===== config.mk =====
export PLATFORM = sky130hd
export DESIGN_NAME = ibl_ctrl
export DESIGN_NICKNAME = d
export VERILOG_FILES = /design/src/rtl/ibl_pkg.sv /design/src/rtl/ibl_ctrl.sv
export SDC_FILE = /design/constraint.sdc
export NUM_CORES = 1
export LEC_CHECK = 0
export BUFFER_PORTS_ARGS = -buffer_cell sky130_fd_sc_hd__buf_2
export CAP_MARGIN = 20
export CELL_PAD_IN_SITES_DETAIL_PLACEMENT = 1
export CELL_PAD_IN_SITES_GLOBAL_PLACEMENT = 2
export CORE_AREA = 2 2 39 41
export CTS_BUF_LIST = sky130_fd_sc_hd__clkbuf_4 sky130_fd_sc_hd__clkbuf_8 sky130_fd_sc_hd__clkbuf_16
export CTS_CLUSTER_SIZE = 30
export DETAILED_ROUTE_END_ITERATION = 8
export DIE_AREA = 0 0 41 43
export PLACE_DENSITY_LB_ADDON = 0.1
export SYNTH_ARGS = -nofsm -noshare
export SYNTH_HDL_FRONTEND = slang
export SYNTH_SLANG_ARGS = --single-unit

===== constraint.sdc =====
create_clock -name clk -period 1.4 [get_ports clk]
set_input_delay 0.28 -clock clk [delete_from_list [all_inputs] [get_ports clk]]
set_output_delay 0.28 -clock clk [all_outputs]
set_load 0.03 [all_outputs]

===== src/rtl/ibl_pkg.sv =====
`default_nettype none

package ibl_pkg;

  // item kinds
  typedef enum logic [2:0] {
    KIND_WR_SRC = 3'd0,
    KIND_WR_DST = 3'd1,
    KIND_RD_DST = 3'd2,
    KIND_PASTE  = 3'd3,
    KIND_FILL   = 3'd4,
    KIND_CLEAR  = 3'd5
  } kind_e;

  // configuration register indexes
  typedef enum logic [1:0] {
    REG_SRC_W = 2'd0,
    REG_SRC_H = 2'd1,
    REG_DST_W = 2'd2,
    REG_DST_H = 2'd3
  } reg_e;

  localparam logic [8:0] SIZE_RESET = 9'd256;
  localparam logic [7:0] PIX_ZERO   = 8'd0;

  // controller state
  typedef enum logic [1:0] {
    ST_IDLE,
    ST_SETUP,
    ST_RUN,
    ST_FLUSH
  } state_e;

  // controller to datapath
  typedef struct packed {
    logic load;
    logic setup;
    logic run;
  } ibl_cmd_t;

  // datapath to controller
  typedef struct packed {
    logic rect;
    logic empty;
    logic last;
  } ibl_stat_t;

  // size register saturated to the image maximum
  function automatic logic [8:0] clamp_size(input logic [8:0] v, input int lim);
    logic [8:0] r;
    if (int'(v) > lim) begin
      r = lim[8:0];
    end else begin
      r = v;
    end
    return r;
  endfunction

  function automatic logic [8:0] umin9(input logic [8:0] a, input logic [8:0] b);
    return (a < b) ? a : b;
  endfunction

endpackage

`default_nettype wire


===== src/rtl/ibl_ctrl.sv =====
`default_nettype none

module ibl_ctrl import ibl_pkg::*; (
  input  wire logic      clk,
  input  wire logic      rst,
  input  wire logic      start,
  input  wire ibl_stat_t stat,
  output logic           busy,
  output logic           done,
  output ibl_cmd_t       cmd
);

  state_e state, state_next;
  logic   done_next;

  // state and strobe registers
  always_ff @(posedge clk) begin
    if (rst) begin
      state <= ST_IDLE;
      done  <= 1'b0;
    end else begin
      state <= state_next;
      done  <= done_next;
    end
  end

  // next state and commands
  always_comb begin
    state_next = state;
    done_next  = 1'b0;
    cmd        = '0;
    unique case (state)
      ST_IDLE: begin
        if (start) begin
          cmd.load = 1'b1;
          if (stat.rect) begin
            state_next = ST_SETUP;
          end else begin
            done_next = 1'b1;
          end
        end
      end
      ST_SETUP: begin
        cmd.setup = 1'b1;
        if (stat.empty) begin
          state_next = ST_IDLE;
          done_next  = 1'b1;
        end else begin
          state_next = ST_RUN;
        end
      end
      ST_RUN: begin
        cmd.run = 1'b1;
        if (stat.last) begin
          state_next = ST_FLUSH;
        end
      end
      ST_FLUSH: begin
        state_next = ST_IDLE;
        done_next  = 1'b1;
      end
      default: begin
        state_next = ST_IDLE;
      end
    endcase
  end

  assign busy = (state != ST_IDLE);

endmodule

`default_nettype wire


**After elaboration in Yosys (flattened, before gate mapping)**

Cells that the tools add are included.

- Output and inout port bits: 5
- Logic and storage cells: 24
- Register bits: 3

- Equal/unequal tests: 6
- Reduce and logical (&&, ||, !) cells: 3
- Multiplexer cells: 13

Operators by type and width:

| operator | number |
|---|---|
| 2-to-1 mux 2 bit | 4 |
| case mux 2 bit (4 select lines) | 1 |
| 2-to-1 mux 1 bit | 7 |
| inequality test 2 bit, second input constant | 3 |
| equality test 2 bit, second input constant | 2 |
| case mux 1 bit (3 select lines) | 1 |
| AND reduction 3 bit | 1 |
| equality test 2 x 1 -> 1 bit, second input constant | 1 |
| zero test 2 bit | 1 |
| nonzero test 2 bit | 1 |

**Logic depth before layout (Yosys ltp)**

Gate-level depths: netlist of the first run.

- Word-level depth: 3
- Mapped depth: 2

**Worst setup path after synthesis of the first run**

OpenSTA, ideal clock, no wires.

- Kind: register to output
- Start point: register state[0]
- End point: output cmd[2] in the netlist's numbering
- Path slack: -26 ps
- Stages on the path, launching flop included: 3
- Required time: 1,120 ps
- Arrival: 1,146 ps
- Cells stage by stage: dfxtp_1 -> or2_2 -> nor2_1

RTL lines:

| what | line | text |
|---|---|---|
| start: declaration | ibl_ctrl.sv:13 | `state_e state, state_next;` |
| start signal: assignment | ibl_ctrl.sv:22 | `state <= state_next;` |
| end: declaration | ibl_ctrl.sv:10 | `output ibl_cmd_t cmd` |

==> flow_summary.json, run 1 <==
{
  "cts_buffers": 3,
  "cts_tree": "yes",
  "synth.top_cell.area_share_pct": 40.7,
  "combinationalPowerShare_pct": 18.1,
  "ant_nets": 0,
  "hold_class": "in -> reg",
  "cts.sinks": 3,
  "syn_avg_cell_area_um2": 9.23,
  "final_cell_area_um2": 269,
  "drt-total-wl_um": 391,
  "p_sw_mw": 0.0758,
  "htreeDepth": 1,
  "post-route-drc-count": 0,
  "start_util_pct": 10.7,
  "rsz0062_at_grt": "false",
  "yosysTopAreaCell": "dfxtp_1",
  "grt_max_degree": 9,
  "fin_setup_tns_ns": 0,
  "final_nets": 37,
  "finalCritPeriodShare_pct": 96.4,
  "synth_cell_types": 13,
  "root_buffer": "clkbuf_4",
  "grt_pass1_vias": 175,
  "critical_path_required_ns": 1.12,
  "clockBufferDepth": 2,
  "placed_area_um2": 220,
  "seqPwrFrac_pct": 29.7,
  "io-pin-count": 11,
  "grt_pass1_wl_um": 614,
  "fp.coreArea_um2": 1380,
  "synth.yosys.seq_area_share_pct": 40.7,
  "ir_drop_mv": 0.168,
  "tightest_slew_ns": 0.167,
  "crit_type": "reg -> out",
  "gp_congestion": 0.562,
  "critPathLaunchType": "register",
  "die_y_um": 43,
  "layout-drive-gt1-share_pct": 70.0,
  "p_clk_share_pct": 52.2,
  "slew_violations": 0,
  "max-cap-violations": 0,
  "intPower_mw": 0.241,
  "wire_per_inst_um": 8.50,
  "drt_iter0_drc": 0,
  "ys_seq_elements": 3,
  "yosysWarnings": 0,
  "die-area_um2": 1760,
  "grt.total_usage_pct": 5.41,
  "cts.clk_slew.worst_paths_ns": 0.04,
  "overflow": 0,
  "insertion_delay_ns": 0.23,
  "finalPower_mw": 0.317,
  "syn_nets": 22,
  "antenna_cells": 0,
  "netlist_area_um2": 148,
  "post-route-min-period_ns": 1.35,
  "hold_viol": 0,
  "via_count": 174,
  "syn_inst": 16,
  "placement.io_buffers": 10,
  "cts_setup_buffers": 0,
  "status": "finished clean",
  "area_growth_pct": 82.2,
  "max_slew_margin_pct": 88.8,
  "p_per_area_nw_per_um2": 1180,
  "cp-end-kind": "output port",
  "avgViaCountPerCell": 3.78,
  "fmax_mhz": 741,
  "yosys-top-cells-area": "dfxtp_1 (41%), and2b_2 (12%), o21ba_2 (6.8%)",
  "die_w_um": 41,
  "arrival_ns": 1.07,
  "first_pass_iters": 1,
  "crit_fanout": 7,
  "rows": 14,
  "power_leakage_nw": 0.129,
  "setup_viol": 0,
  "antenna_found_initial": 0,
  "fin_skew_ns": 0.00393,
  "swShare_pct": 23.9
}
## Yosys cell counts
cell type	count
a211oi_1	1
a21oi_1	1
and2b_2	2
dfxtp_1	3
inv_1	1
nand2_1	1
nand3b_1	1
nor2_1	1
nor3b_1	1
o21ai_0	1
o21ba_2	1
or2_2	1
or4b_1	1
## worst max-delay path, stage by stage, from the launching register on
cell	delay, ns
dfxtp_4	0.35
or2_4	0.26
nor2_4	0.10
buf_6	0.13
## layer usage
metal	wire length [um]	vias up	GRT usage, %
met4	0	0	6.00
met5	0	-	0
li1	-	87	-
met1	167	79	7.35
met2	181	8	5.94
met3	42	0	1.57
## worst paths after layout
check | start | cells after the start | end | slack (ns)
worst max register to register | state[0] | 2 | done | 0.31
worst min register to register | state[0] | 1 | state[0] | 0.45
worst min-delay path | rst | 2 | state[0] | 0.23
worst max-delay path | state[0] | 3 | cmd[2] | 0.05
## layout make-up
class / count / area (um^2)
Tap cell: 16 / 20.0
Multi-Input combinational cell: 12 / 93.8
Timing Repair Buffer: 10 / 56.3
Inverter: 1 / 3.75
Sequential cell: 3 / 65.1
Fill cell: 176 / 1110
Clock buffer: 4 / 30.0
## layout by cell type, fill, tap and decap left out
| cell type | Yosys | final |
|---|---|---|
| nor2_4 | 0 | 1 |
| o21ai_0 | 1 | 1 |
| nor3b_1 | 1 | 1 |
| nand3b_1 | 1 | 1 |
| buf_6 | 0 | 1 |
| o21ba_2 | 1 | 1 |
| a211oi_1 | 1 | 1 |
| nand2_1 | 1 | 1 |
| dfxtp_2 | 0 | 1 |
| or4b_1 | 1 | 1 |
| or2_4 | 0 | 1 |
| and2b_2 | 2 | 2 |
| inv_1 | 1 | 1 |
| buf_2 | 0 | 9 |
| a21oi_1 | 1 | 1 |
| dfxtp_4 | 0 | 1 |
| dfxtp_1 | 3 | 1 |
| clkbuf_4 | 0 | 4 |
## stage by stage
stage | cells | util [%] | setup WS [ns] | hold slack [ns]
floorplan | 16 | - | 0.107 | 0.349
global placement | 42 | 15.9 | 0.190 | 0.485
detailed placement | 42 | 15.9 | 0.184 | 0.487
CTS | 46 | 19.1 | 0.0268 | 0.231
global route | 46 | 19.4 | 0.00350 | 0.242
finish | 46 | 19.4 | 0.0500 | 0.233
## cells by family (layout without fill, tap and decap cells)
| kind of cell | Yosys count | in the layout | share of synthesized area [%] |
|---|---|---|---|
| flops | 3 | 3 | 40.7 |
| simple gates | 8 | 8 | 38.1 |
| buf+inv | 1 | 15 | 2.54 |
| compound gates | 4 | 4 | 18.6 |
## power by group through the flow
stage / Sequential, mW / Combinational [mW] / Clock (mW)
4_1_cts: 0.0943 / 0.0562 / 0.174
5_1_grt: 0.0949 / 0.0615 / 0.187
2_1_floorplan: 0.0977 / 0.0300 / 0
6_report: 0.0941 / 0.0575 / 0.165
3_3_place_gp: 0.0961 / 0.0512 / 0
3_5_place_dp: 0.0960 / 0.0514 / 0
## timing repair
item                       4_1_cts  5_1_grt
setup endpoints to repair        1        1
gates resized for setup          6        1
hold buffers                     0        0
pin swaps                        1        0
No activity file was read; power rests on OpenSTA's default activity.
==> inputs of run 2 (changes only) <==
Settings changed: ABC_AREA from default to 1.
==> run 2 against run 1 <==
Effect of this change:
- maximum frequency grew 5.9%
- hold slack better by 0.0022 ns
- via count decreased by 2.9%
- power increased by 6.5%
- critical endpoint unchanged
==> flow_summary.json, run 2 <==
{
  "status": "finished clean",
  "combinationalPowerShare_pct": 21.3,
  "cts.sinks": 3,
  "avgViaCountPerCell": 3.31,
  "p_sw_mw": 0.0925,
  "synth.yosys.seq_area_share_pct": 41.7,
  "slew_violations": 0,
  "ir_drop_mv": 0.203,
  "die_w_um": 41,
  "cts_setup_buffers": 0,
  "drt_iter0_drc": 2,
  "fmax_mhz": 784,
  "hold_viol": 0,
  "arrival_ns": 0.99,
  "dpl.hpwl_um": 323,
  "p_per_area_nw_per_um2": 1320,
  "final_common_cell": "buf_2",
  "intPower_mw": 0.245,
  "rsz0062_at_grt": "false",
  "synthTopCellsByCount": "nor2_1 (5), inv_1 (4), dfxtp_1 (3)",
  "overflow": 0,
  "syn_nets": 26,
  "die_y_um": 43,
  "critPathLaunchType": "register",
  "synth_cell_types": 11,
  "crit_fanout": 5,
  "hold_class": "in -> reg",
  "area_growth_pct": 77.4,
  "io-pin-count": 11,
  "grt_pass1_vias": 177,
  "placement.io_buffers": 10,
  "antenna_found_initial": 0,
  "cts_tree": "yes",
  "root_buffer": "clkbuf_4",
  "cp-end-kind": "output port",
  "yosysTopAreaCell": "dfxtp_1",
  "post-route-min-period_ns": 1.27,
  "setup_viol": 0,
  "yosys-top-cells-area": "dfxtp_1 (42%), nor2_1 (13%), inv_1 (10%)",
  "first_pass_iters": 2,
  "tightest_slew_ns": 0.198,
  "synthXorXnorAreaFrac_pct": 0,
  "synth.top_cell.area_share_pct": 41.7,
  "drt-total-wl_um": 367,
  "htreeDepth": 1,
  "die-area_um2": 1760,
  "seqPwrFrac_pct": 28.7,
  "cts_buffers": 3,
  "wire_per_inst_um": 7.20,
  "ant_nets": 0,
  "finalCritPeriodShare_pct": 91.1,
  "synth_fa_ha_area_share_pct": 0,
  "crit_type": "reg -> out",
  "synthMuxAreaShare_pct": 0,
  "grt_pass1_wl_um": 683,
  "async_flop_share_pct": 0,
  "gp_congestion": 0.632,
  "ys.flop_type": "dfxtp_1",
  "p_clk_share_pct": 50.1,
  "yosysWarnings": 0,
  "synth_edf_count": 0,
  "via_count": 169,
  "clockBufferDepth": 2,
  "grt.total_usage_pct": 6.11,
  "yosysMostFrequentCell": "nor2_1",
  "cts.clk_slew.worst_paths_ns": 0.04,
  "insertion_delay_ns": 0.23,
  "post-route-drc-count": 0,
  "grt_max_degree": 6,
  "synth_compound_area_share_pct": 13.0,
  "start_util_pct": 10.4,
  "syn_avg_cell_area_um2": 7.19,
  "netlist_area_um2": 144,
  "finalPower_mw": 0.337,
  "power_leakage_nw": 0.136,
  "final_nets": 42,
  "ys_seq_elements": 3,
  "critical_path_required_ns": 1.12,
  "fin_setup_tns_ns": 0,
  "mostFrequentLayoutCells": "buf_2 (9), nor2_1 (5), inv_1 (4), clkbuf_4 (4)",
  "rows": 14,
  "syn_inst": 20,
  "max-cap-violations": 0,
  "fp.coreArea_um2": 1380,
  "layout-drive-gt1-share_pct": 54.3,
  "swShare_pct": 27.4,
  "synth_top_family_by_area": "simple AND/OR/NAND/NOR gates",
  "fin_skew_ns": 0.00135,
  "r2r_slack_ns": 0.55,
  "max_slew_margin_pct": 86.6,
  "synthSimpleGateAreaFrac_pct": 34.8,
  "antenna_cells": 0
}
==> run 2: cell types whose count changed in the layout (fill, tap and decap cells not counted), sizes merged, moves of 2 or more <==
| cell | previous run | this run |
|---|---|---|
| nor2 | 1 | 6 |
| inv | 1 | 4 |
| and2b | 2 | 0 |
| nand3 | 0 | 2 |
==> run 2: final timing paths <==
path / start / end / cells after the start
hold / removal: rst / state[0] / 2
setup reg to reg: register / register / 4
hold reg to reg: register / state[0] / 2
setup / recovery: register / cmd[2] / 4
==> run 2: through the flow <==
step	utilization [%]	hold slack, ns	worst slack (ns)	cell area [um^2]	instances
after floorplan	-	0.342	0.0176	144	20
after global placement	16.0	0.483	0.330	221	47
after detailed placement	16.0	0.471	0.326	221	47
after CTS	18.2	0.229	0.0688	251	51
after global routing	18.4	0.227	0.00329	255	51
final	18.4	0.235	0.125	255	51
==> run 2: final cells by class <==
type,count,area (um^2)
Multi-Input combinational cell,13,68.8
Clock buffer,4,30.0
Inverter,4,15.0
Timing Repair Buffer,11,60.1
Fill cell,178,1130
Sequential cell,3,61.3
Tap cell,16,20.0
==> run 2: repair_timing <==
| item | in CTS | in global routing |
|---|---|---|
| hold buffers | 0 | 0 |
| resized for setup | 0 | 3 |
| setup endpoints to repair | 0 | 1 |
==> run 2: metal layers <==
metal	wire length [um]	global-route usage (%)	share of wire [%]
met1	160	7.03	44
met5	0	0	0
met4	0	6.00	0
met3	29	3.14	7.9
met2	176	7.50	48
==> run 2: kinds of logic after synthesis <==
family	after synthesis
AND/OR/NAND/NOR	10
AO/OA/AOI/OAI	3
buffers and inverters	4
flip-flops	3
==> run 2: power groups by stage <==
| stage | clock network, mW | registers (mW) | logic (mW) |
|---|---|---|---|
| 4_1_cts | 0.175 | 0.0966 | 0.0717 |
| 5_1_grt | 0.187 | 0.0986 | 0.0799 |
| 3_5_place_dp | 0 | 0.0979 | 0.0712 |
| 2_1_floorplan | 0 | 0.101 | 0.0398 |
| 3_3_place_gp | 0 | 0.0979 | 0.0717 |
| 6_report | 0.169 | 0.0968 | 0.0718 |
==> run 2: worst max-delay path: stages, from the launching register on <==
cell	delay [ns]
dfxtp_2	0.33
nor2_2	0.13
inv_1	0.06
nor2_1	0.09
buf_4	0.16
